`src/sv/encoder_velocity_estimator_unit_assert.svh`:
```
// ----------------------------------------------------------------------------
// encoder velocity estimator assertion macros
// Shared property forms for the checks at the end of the top level.
// ----------------------------------------------------------------------------
`ifndef ENCODER_VELOCITY_ESTIMATOR_UNIT_ASSERT_SVH
`define ENCODER_VELOCITY_ESTIMATOR_UNIT_ASSERT_SVH

// same-cycle implication, disabled during reset
`define EVU_ASSERT_IMPL(lbl, clk, rstn, ante, cons, msg) \
    lbl: assert property (@(posedge clk) disable iff (!rstn) (ante) |-> (cons)) \
        else $error(msg);

// next-cycle implication, disabled during reset
`define EVU_ASSERT_NEXT(lbl, clk, rstn, ante, cons, msg) \
    lbl: assert property (@(posedge clk) disable iff (!rstn) (ante) |=> (cons)) \
        else $error(msg);

`endif

```
`src/sv/evu_pkg.sv`:
```
// ----------------------------------------------------------------------------
// evu_pkg
// Types and constants shared by the encoder velocity estimator modules.
// ----------------------------------------------------------------------------
package evu_pkg;

    // configuration port
    localparam int CFG_IDX_W = 2;
    localparam int CFG_W     = 24;

    localparam logic [CFG_IDX_W-1:0] CFG_COUNTS_PER_REV   = 2'd0;
    localparam logic [CFG_IDX_W-1:0] CFG_REPORT_PERIOD_US = 2'd1;
    localparam logic [CFG_IDX_W-1:0] CFG_STALE_LIMIT      = 2'd2;

    localparam logic [15:0] CPR_RESET    = 16'd13384;
    localparam logic [23:0] PERIOD_RESET = 24'd10000;
    localparam logic [7:0]  LIMIT_RESET  = 8'd3;

    // 360 degrees times one million microseconds per second
    localparam int          DEG_W     = 29;
    localparam logic [DEG_W-1:0] DEG_MICRO = 29'd360000000;

    // quotient bits produced by the divider
    localparam int DIV_STEPS = 32;
    localparam int DIV_CNT_W = $clog2(DIV_STEPS);

    typedef struct packed {
        logic signed [31:0] position;
        logic        [31:0] time_us;
    } evu_in_t;

    typedef struct packed {
        logic signed [31:0] velocity;
        logic               forced_zero;
    } evu_out_t;

    // controller to datapath
    typedef struct packed {
        logic load;
        logic prime;
        logic delta;
        logic mul;
        logic div_init;
        logic div_step;
        logic fin;
        logic report;
    } evu_cmd_t;

    // datapath to controller
    typedef struct packed {
        logic primed;
        logic pos_changed;
        logic report_due;
        logic out_busy;
    } evu_sts_t;

endpackage

```
`src/sv/evu_ctrl.sv`:
```
// ----------------------------------------------------------------------------
// evu_ctrl
// Sequencer for one item: prime, difference, multiply, divide, report.
// ----------------------------------------------------------------------------
module evu_ctrl (
    input  logic              clk,
    input  logic              rst_n,
    input  logic              in_valid,
    output logic              in_stall,
    input  evu_pkg::evu_sts_t sts,
    output evu_pkg::evu_cmd_t cmd
);
    import evu_pkg::*;

    typedef enum logic [2:0] {
        S_IDLE,
        S_DELTA,
        S_MUL,
        S_CHECK,
        S_DIV,
        S_FIN,
        S_REPORT
    } state_t;

    state_t               state_reg;
    state_t               state_next;
    logic [DIV_CNT_W-1:0] cnt_reg;
    logic [DIV_CNT_W-1:0] cnt_next;

    // next state and commands
    always_comb
    begin
        state_next = state_reg;
        cnt_next   = cnt_reg;
        cmd        = '0;
        case (state_reg)
            S_IDLE:
            begin
                if (in_valid)
                begin
                    cmd.load   = 1'b1;
                    state_next = S_DELTA;
                end
            end
            S_DELTA:
            begin
                if (!sts.primed)
                begin
                    cmd.prime  = 1'b1;
                    state_next = S_IDLE;
                end
                else if (sts.pos_changed)
                begin
                    cmd.delta  = 1'b1;
                    state_next = S_MUL;
                end
                else
                begin
                    state_next = S_REPORT;
                end
            end
            S_MUL:
            begin
                cmd.mul    = 1'b1;
                state_next = S_CHECK;
            end
            S_CHECK:
            begin
                cmd.div_init = 1'b1;
                cnt_next     = '0;
                state_next   = S_DIV;
            end
            S_DIV:
            begin
                cmd.div_step = 1'b1;
                cnt_next     = cnt_reg + 1'b1;
                if (cnt_reg == DIV_CNT_W'(DIV_STEPS - 1))
                begin
                    state_next = S_FIN;
                end
            end
            S_FIN:
            begin
                cmd.fin    = 1'b1;
                state_next = S_REPORT;
            end
            S_REPORT:
            begin
                if (!sts.report_due)
                begin
                    state_next = S_IDLE;
                end
                else if (!sts.out_busy)
                begin
                    cmd.report = 1'b1;
                    state_next = S_IDLE;
                end
            end
            default:
            begin
                state_next = S_IDLE;
            end
        endcase
    end

    // state and step counter
    always_ff @(posedge clk or negedge rst_n)
    begin
        if (!rst_n)
        begin
            state_reg <= S_IDLE;
            cnt_reg   <= '0;
        end
        else
        begin
            state_reg <= state_next;
            cnt_reg   <= cnt_next;
        end
    end

    assign in_stall = (state_reg != S_IDLE);

endmodule

```
`src/sv/evu_dp.sv`:
```
// ----------------------------------------------------------------------------
// evu_dp
// Registers, differences, multipliers, radix-2 divider and report logic.
// ----------------------------------------------------------------------------
module evu_dp #(
    parameter int FRACTION_BITS = 8
) (
    input  logic                            clk,
    input  logic                            rst_n,
    input  logic                            cfg_we,
    input  logic [evu_pkg::CFG_IDX_W-1:0]   cfg_index,
    input  logic [evu_pkg::CFG_W-1:0]       cfg_data,
    input  evu_pkg::evu_in_t                in_data,
    input  evu_pkg::evu_cmd_t               cmd,
    output evu_pkg::evu_sts_t               sts,
    output logic                            out_valid,
    input  logic                            out_stall,
    output evu_pkg::evu_out_t               out_data
);
    import evu_pkg::*;

    localparam int M_W   = 60;
    localparam int NUM_W = M_W + FRACTION_BITS;
    localparam int HI_W  = NUM_W - 32;
    localparam int DEN_W = 48;
    localparam int REM_W = DEN_W + 1;

    // configuration
    logic [15:0] cpr_reg;
    logic [23:0] period_reg;
    logic [7:0]  limit_reg;

    // tracking state
    logic        primed_reg;
    logic [31:0] last_pos_reg;
    logic [31:0] last_time_reg;
    logic [31:0] cur_vel_reg;
    logic [31:0] rep_vel_reg;
    logic [7:0]  stale_reg;
    logic [31:0] last_rep_reg;
    logic        out_valid_reg;

    // item and arithmetic registers
    logic [31:0]      item_pos_reg;
    logic [31:0]      item_time_reg;
    logic             neg_reg;
    logic [31:0]      mag_reg;
    logic [31:0]      dus_reg;
    logic [M_W-1:0]   m_reg;
    logic [DEN_W-1:0] den_reg;
    logic [REM_W-1:0] rem_reg;
    logic [31:0]      numlo_reg;
    logic [31:0]      q_reg;
    logic             sat_reg;
    evu_out_t         out_data_reg;

    logic [31:0]      dpos;
    logic [31:0]      dus;
    logic [15:0]      cpr_adj;
    logic [NUM_W-1:0] num;
    logic [HI_W-1:0]  num_hi;
    logic [REM_W-1:0] trial;
    logic             trial_ge;
    logic [31:0]      sat_max;
    logic [31:0]      q_sat;
    logic [31:0]      vel_new;
    logic [31:0]      since_rep;
    logic [7:0]       stale_next;
    logic [31:0]      rep_vel_next;
    logic             forced;

    // differences of the new sample against the stored one
    assign dpos    = item_pos_reg - last_pos_reg;
    assign dus     = item_time_reg - last_time_reg;
    assign cpr_adj = (cpr_reg == 16'd0) ? 16'd1 : cpr_reg;

    // scaled numerator and divider step
    assign num      = NUM_W'(m_reg) << FRACTION_BITS;
    assign num_hi   = num[NUM_W-1:32];
    assign trial    = {rem_reg[REM_W-2:0], numlo_reg[31]};
    assign trial_ge = (trial >= REM_W'(den_reg));

    // saturation and sign of the quotient
    assign sat_max = neg_reg ? 32'h8000_0000 : 32'h7fff_ffff;
    assign q_sat   = (sat_reg || (q_reg > sat_max)) ? sat_max : q_reg;
    assign vel_new = neg_reg ? (~q_sat + 32'd1) : q_sat;

    // stale check
    assign since_rep = item_time_reg - last_rep_reg;
    always_comb
    begin
        if (cur_vel_reg == rep_vel_reg)
        begin
            stale_next   = (stale_reg < limit_reg) ? (stale_reg + 8'd1) : stale_reg;
            rep_vel_next = rep_vel_reg;
        end
        else
        begin
            stale_next   = 8'd0;
            rep_vel_next = cur_vel_reg;
        end
    end
    assign forced = (stale_next >= limit_reg);

    // configuration and tracking state
    always_ff @(posedge clk or negedge rst_n)
    begin
        if (!rst_n)
        begin
            cpr_reg       <= CPR_RESET;
            period_reg    <= PERIOD_RESET;
            limit_reg     <= LIMIT_RESET;
            primed_reg    <= 1'b0;
            last_pos_reg  <= '0;
            last_time_reg <= '0;
            cur_vel_reg   <= '0;
            rep_vel_reg   <= '0;
            stale_reg     <= '0;
            last_rep_reg  <= '0;
            out_valid_reg <= 1'b0;
        end
        else
        begin
            if (cfg_we)
            begin
                case (cfg_index)
                    CFG_COUNTS_PER_REV:   cpr_reg    <= cfg_data[15:0];
                    CFG_REPORT_PERIOD_US: period_reg <= cfg_data;
                    CFG_STALE_LIMIT:      limit_reg  <= cfg_data[7:0];
                    default:              ;
                endcase
            end
            if (cmd.prime)
            begin
                primed_reg    <= 1'b1;
                last_pos_reg  <= item_pos_reg;
                last_time_reg <= item_time_reg;
            end
            if (cmd.fin)
            begin
                cur_vel_reg   <= vel_new;
                last_pos_reg  <= item_pos_reg;
                last_time_reg <= item_time_reg;
            end
            if (cmd.report)
            begin
                stale_reg    <= stale_next;
                rep_vel_reg  <= rep_vel_next;
                last_rep_reg <= item_time_reg;
                if (forced)
                begin
                    cur_vel_reg <= '0;
                end
            end
            if (cmd.report)
            begin
                out_valid_reg <= 1'b1;
            end
            else if (!out_stall)
            begin
                out_valid_reg <= 1'b0;
            end
        end
    end

    // arithmetic pipeline and output payload
    always_ff @(posedge clk)
    begin
        if (cmd.load)
        begin
            item_pos_reg  <= in_data.position;
            item_time_reg <= in_data.time_us;
        end
        if (cmd.delta)
        begin
            neg_reg <= dpos[31];
            mag_reg <= dpos[31] ? (~dpos + 32'd1) : dpos;
            dus_reg <= (dus == 32'd0) ? 32'd1 : dus;
        end
        if (cmd.mul)
        begin
            m_reg   <= M_W'(mag_reg) * M_W'(DEG_MICRO);
            den_reg <= DEN_W'(cpr_adj) * DEN_W'(dus_reg);
        end
        if (cmd.div_init)
        begin
            sat_reg   <= (REM_W'(num_hi) >= REM_W'(den_reg));
            rem_reg   <= REM_W'(num_hi);
            numlo_reg <= num[31:0];
            q_reg     <= '0;
        end
        if (cmd.div_step)
        begin
            rem_reg   <= trial_ge ? (trial - REM_W'(den_reg)) : trial;
            numlo_reg <= {numlo_reg[30:0], 1'b0};
            q_reg     <= {q_reg[30:0], trial_ge};
        end
        if (cmd.report)
        begin
            out_data_reg.velocity    <= forced ? 32'sd0 : $signed(cur_vel_reg);
            out_data_reg.forced_zero <= forced;
        end
    end

    // status to the controller
    assign sts.primed      = primed_reg;
    assign sts.pos_changed = (item_pos_reg != last_pos_reg);
    assign sts.report_due  = (since_rep >= {8'd0, period_reg});
    assign sts.out_busy    = out_valid_reg && out_stall;

    assign out_valid = out_valid_reg;
    assign out_data  = out_data_reg;

endmodule

```
`src/sv/encoder_velocity_estimator_unit.sv`:
```
// ----------------------------------------------------------------------------
// encoder_velocity_estimator_unit
// Encoder velocity in degrees per second with periodic reports and a
// zero-speed timeout after repeated unchanged reports.
//
//   channel   direction  handshake          payload
//   in        input      in_valid/in_stall  position, time_us
//   out       output     out_valid/out_stall velocity, forced_zero
//   cfg       input      cfg_we             cfg_index, cfg_data
//
// A priming item passes idle and difference; an unchanged position adds report;
// a new one adds multiply, check, 32-step radix-2 divide, finish and report.
// A due report waits in its last step while the output register is held.
// The output register lets the next item in while a report is still held.
// Reset needs no clearing pass; the block is ready after reset.
// ----------------------------------------------------------------------------
`include "encoder_velocity_estimator_unit_assert.svh"

module encoder_velocity_estimator_unit #(
    parameter int FRACTION_BITS = 8
) (
    input  logic                          clk,
    input  logic                          rst_n,
    input  logic                          cfg_we,
    input  logic [evu_pkg::CFG_IDX_W-1:0] cfg_index,
    input  logic [evu_pkg::CFG_W-1:0]     cfg_data,
    input  logic                          in_valid,
    output logic                          in_stall,
    input  evu_pkg::evu_in_t              in_data,
    output logic                          out_valid,
    input  logic                          out_stall,
    output evu_pkg::evu_out_t             out_data
);
    import evu_pkg::*;

    evu_cmd_t cmd;
    evu_sts_t sts;

    // controller
    evu_ctrl u_ctrl (
        .clk      (clk),
        .rst_n    (rst_n),
        .in_valid (in_valid),
        .in_stall (in_stall),
        .sts      (sts),
        .cmd      (cmd)
    );

    // datapath
    evu_dp #(
        .FRACTION_BITS (FRACTION_BITS)
    ) u_dp (
        .clk       (clk),
        .rst_n     (rst_n),
        .cfg_we    (cfg_we),
        .cfg_index (cfg_index),
        .cfg_data  (cfg_data),
        .in_data   (in_data),
        .cmd       (cmd),
        .sts       (sts),
        .out_valid (out_valid),
        .out_stall (out_stall),
        .out_data  (out_data)
    );

    // checks
    `EVU_ASSERT_IMPL(a_forced_is_zero, clk, rst_n, out_valid && out_data.forced_zero,
        out_data.velocity == 32'sd0, "forced report carries a nonzero velocity")
    `EVU_ASSERT_IMPL(a_report_from_work, clk, rst_n, $rose(out_valid),
        $past(in_stall), "report appeared without an item in progress")
    `EVU_ASSERT_NEXT(a_busy_after_accept, clk, rst_n, in_valid && !in_stall,
        in_stall, "block still open for items right after accepting one")

endmodule

```
`config.mk`:
```
export PLATFORM = sky130hd
export DESIGN_NAME = encoder_velocity_estimator_unit
export DESIGN_NICKNAME = d
export VERILOG_FILES = /design/src/sv/evu_pkg.sv /design/src/sv/evu_ctrl.sv /design/src/sv/evu_dp.sv /design/src/sv/encoder_velocity_estimator_unit.sv
export VERILOG_INCLUDE_DIRS = /design/src /design/src/sv
export SDC_FILE = /design/constraint.sdc
export NUM_CORES = 2
export LEC_CHECK = 0
export BUFFER_PORTS_ARGS = -buffer_cell sky130_fd_sc_hd__buf_2
export CAP_MARGIN = 20
export CORE_UTILIZATION = 60
export CTS_BUF_LIST = sky130_fd_sc_hd__clkbuf_16
export DETAILED_ROUTE_END_ITERATION = 10
export PLACE_DENSITY = 0.77
export SLEW_MARGIN = 30
export SYNTH_ARGS = -nofsm -noshare
export SYNTH_HDL_FRONTEND = slang
export SYNTH_HIERARCHICAL = 1
export SYNTH_SLANG_ARGS = --single-unit
export TNS_END_PERCENT = 1
```
`constraint.sdc`:
```
create_clock -name clk -period 20.7 [get_ports clk]
set_input_delay 4.14 -clock clk [delete_from_list [all_inputs] [get_ports clk]]
set_output_delay 4.14 -clock clk [all_outputs]
set_load 0.01 [all_outputs]
```
==> results.toml <==
[critical_path]
r2r_start = "u_dp/cpr_reg[9]"
cp_top_family = "adder cells"
timing.critical_path.from_type = "register"
critical_path.startpoint = "u_dp/cpr_reg[9]"
cp_cell_sequence = "buf_4 -> nand2_1 -> fa_1 -> inv_1 -> fa_1 -> fa_1 -> fa_1 -> fa_1 -> inv_1 -> fa_1 -> inv_1 -> ha_1 -> inv_1 -> or3_1 -> nor2_1 -> a221oi_1 -> o31ai_1 -> a31oi_1 -> a21oi_1 -> a21oi_1 -> o31ai_1 -> xor2_1"
timing.critical_path.to_type = "register"
setup.worst_path.class = "reg2reg"
critical_path_peak_fanout = 20
timing.critical_path.slowest_cell_delay_ps = 810
critical_path.most_common_cell = "fa_1"
buffer_and_inverter_count_on_the_worst_path = 5
crit_required_ps = 21080
cpMaxStageDelayCell = "dfrtp_1"
critical_path_arrival_ps = 7840

[cells_and_area]
area.growth.synth_to_final_pct = 6.998
final_net_count = 7369
antennaDiodeCount = 0
num-fill-cells = 7666
largest_reg_flops = 51
multiInputGateArea_mm2 = 0.03938
design_area_mm2 = 0.06443
most_common_cell_after_layout_fill_and_taps_aside = "inv_1"
fin_util_pct = 65.18
layout-drive-gt1-share_pct = 8.438
mostFrequentLayoutCells = "1,018 x inv_1, 672 x fa_1, 612 x ha_1, 494 x nand2_1, 357 x edfxtp_1"
register_area_mm2 = 0.01639

[clock_tree]
clk_transition_reported_paths_ps = 70
tritoncts_clock_tree = "built"
numClockSinks = 583
clk_latency_ps = 650
max-clock-path-buffers = 3
cts_hold_buf = 0
clock_h_tree_levels = 3
cts_setup_buffers = 0
post_cts_resized = 0
cts.root.buffer_cell = "clkbuf_16"
cts_made_buffers = 69

[timing]
rsz_0062_raised_after_global_routing = "false"
timing.clock.skew_ps = 29.98
slew_limit_headroom_pct = 34.57
report.final.slew_viol_count = 0
fin_ws_ps = 13240
max_freq_ghz = 0.1340
min_period_over_period_pct = 36.04
final.setup.tns_ps = 0
max_slew.worst_pin.slew_ps = 956.7
report.final.setup_viol = 0
finalCriticalPeriod_ps = 7461
hold_viol = 0

[detailed_routing]
routedWlPerCell_um = 18.81
antenna_left = 0
drt_iter0_markers = 2847
remaining_drc_errors = 0
drtPass1Iterations = 5
via_per_inst = 5.828
num_vias = 42723
detail_route.wirelength_mm = 137.9

[die]
pin_count = 130
dieArea_mm2 = 0.1016
rows = 115
die-width_um = 318.8
fp.coreArea_mm2 = 0.09885
initial_core_util_pct = 60.92
fp.dieH_um = 318.8

[place]
buffer_ports.inserted = 129
placement.cell_area_mm2 = 0.06208
dp.final_hpwl_mm = 108.3
final_gp_congestion = 0.9842
dp_slack_ps = 13270

[logic_synthesis]
asyncSetResetFlopFracSynth_pct = 38.77
ys_warnings = 6
syn-num-nets = 7318
ys_seq_elements = 583
number_of_unique_standard_cell_types_used_by_synthesis = 88
avgSynthCellArea_um2 = 10.14
synth_area_mm2 = 0.06022
syn-instance-count = 5939
ys.flop_type = "edfxtp_1"
synth_edf_count = 357
synth.yosys.seq_area_share_pct = 27.22

[grt]
grt_overflow = 0
global_route_wire_length_before_repair_mm = 226.8
first_global_vias = 43896
grt_antenna_before_repair = 1
grt_use_total_pct = 27.72
pin_count_of_the_biggest_net_entering_global_routing = 79

[run]
cap_viol_max_count = 0

[hold_path]
timing.hold.worst.start = "u_ctrl/cnt_reg[3]"
hold_class = "reg2reg"

[status]
status = "complete, no violations"
## layout make-up
type / instances / share of cell area [%]
multi-input combinational: 4162 / 61.12
sequential: 583 / 25.44
inverter: 1009 / 5.878
clock buffer: 72 / 2.796
tap: 1287 / 2.499
timing repair buffer: 165 / 1.480
clock inverter: 53 / 0.7845
## metal layers
layer  GRT usage, %  wire (um)  up-vias
met2          45.13      64820     1426
met5              0         14        -
met3          5.004       9763      219
met1          38.21      59870    21104
met4          7.504       3436        2
li1               -          -    19972
## worst register-to-register path, delay by kind of cell, from the launching register on
family	cells	cell delay, ps
adders and majority gates	7	3340
AOI/OAI and AO/OA	6	1620
xor gates and xnor gates	1	100
DFF	1	810
buffers and inverters	5	610
and+or+nand+nor	3	690
## cells by family after synthesis
logic type | Yosys count | share of synthesized area, %
xor+xnor | 274 | 3.985
flops | 583 | 27.22
compound gates | 1037 | 11.11
mux | 201 | 3.678
buf+inv | 1194 | 7.478
simple gates | 1366 | 11.48
fa+ha+maj | 1284 | 35.06
## per-stage QoR
| stage | cells | hold WS, ps |
|---|---|---|
| floorplan | 5939 | 437.2 |
| global placement | 7204 | 454.8 |
| detailed placement | 7204 | 468.6 |
| CTS | 7329 | 475.3 |
| global route | 7331 | 502.4 |
| finish | 7331 | 477.6 |
## worst paths after layout
| check | endpoint | cells past startpoint | slack, ps |
|---|---|---|---|
| setup / recovery | u_dp/den_reg[46] | 22 | 13240 |
| hold / removal | u_ctrl/cnt_reg[3] | 1 | 480 |
| setup reg to reg | u_dp/den_reg[46] | 22 | 13240 |
| min in group asynchronous | u_dp/last_pos_reg[12] | 1 | 3490 |
| hold reg to reg | u_ctrl/cnt_reg[3] | 1 | 480 |
| max in group asynchronous | u_dp/cpr_reg[14] | 3 | 15300 |
## Yosys cell counts, types with 17 or more instances
library cell  count  area (um2)
or3_1            27       168.9
a21oi_1         309        1546
dfrtp_1         214        5355
o31ai_1          20       150.1
edfxtp_1        357       10720
xor2_1           71       621.9
a2111oi_0        17       148.9
o21a_1           32       240.2
inv_1          1008        3784
nor4_1           22       137.6
and2_1          284        1777
fa_1            672       13450
clkbuf_1        162       608.1
nand4_1          53       331.6
or2_2            21       131.4
xnor2_1         203        1778
o21ai_0         210        1051
mux2i_1          39       390.4
o21bai_1         33       247.7
nand2_1         494        1854
and3_1           31       193.9
mux2_2          162        1824
nor2b_1          39       244.0
o211ai_1         21       157.7
nand2b_1         31       193.9
a21o_1          179        1344
a31oi_1          36       225.2
nor3_1           57       285.3
nor2_1          161       604.3
a211oi_1         18       135.1
nand3_1          73       365.4
ha_1            612        7657
Power is not shown: default switching activity piles up to over one toggle a cycle in this logic, so the estimate is an artifact.
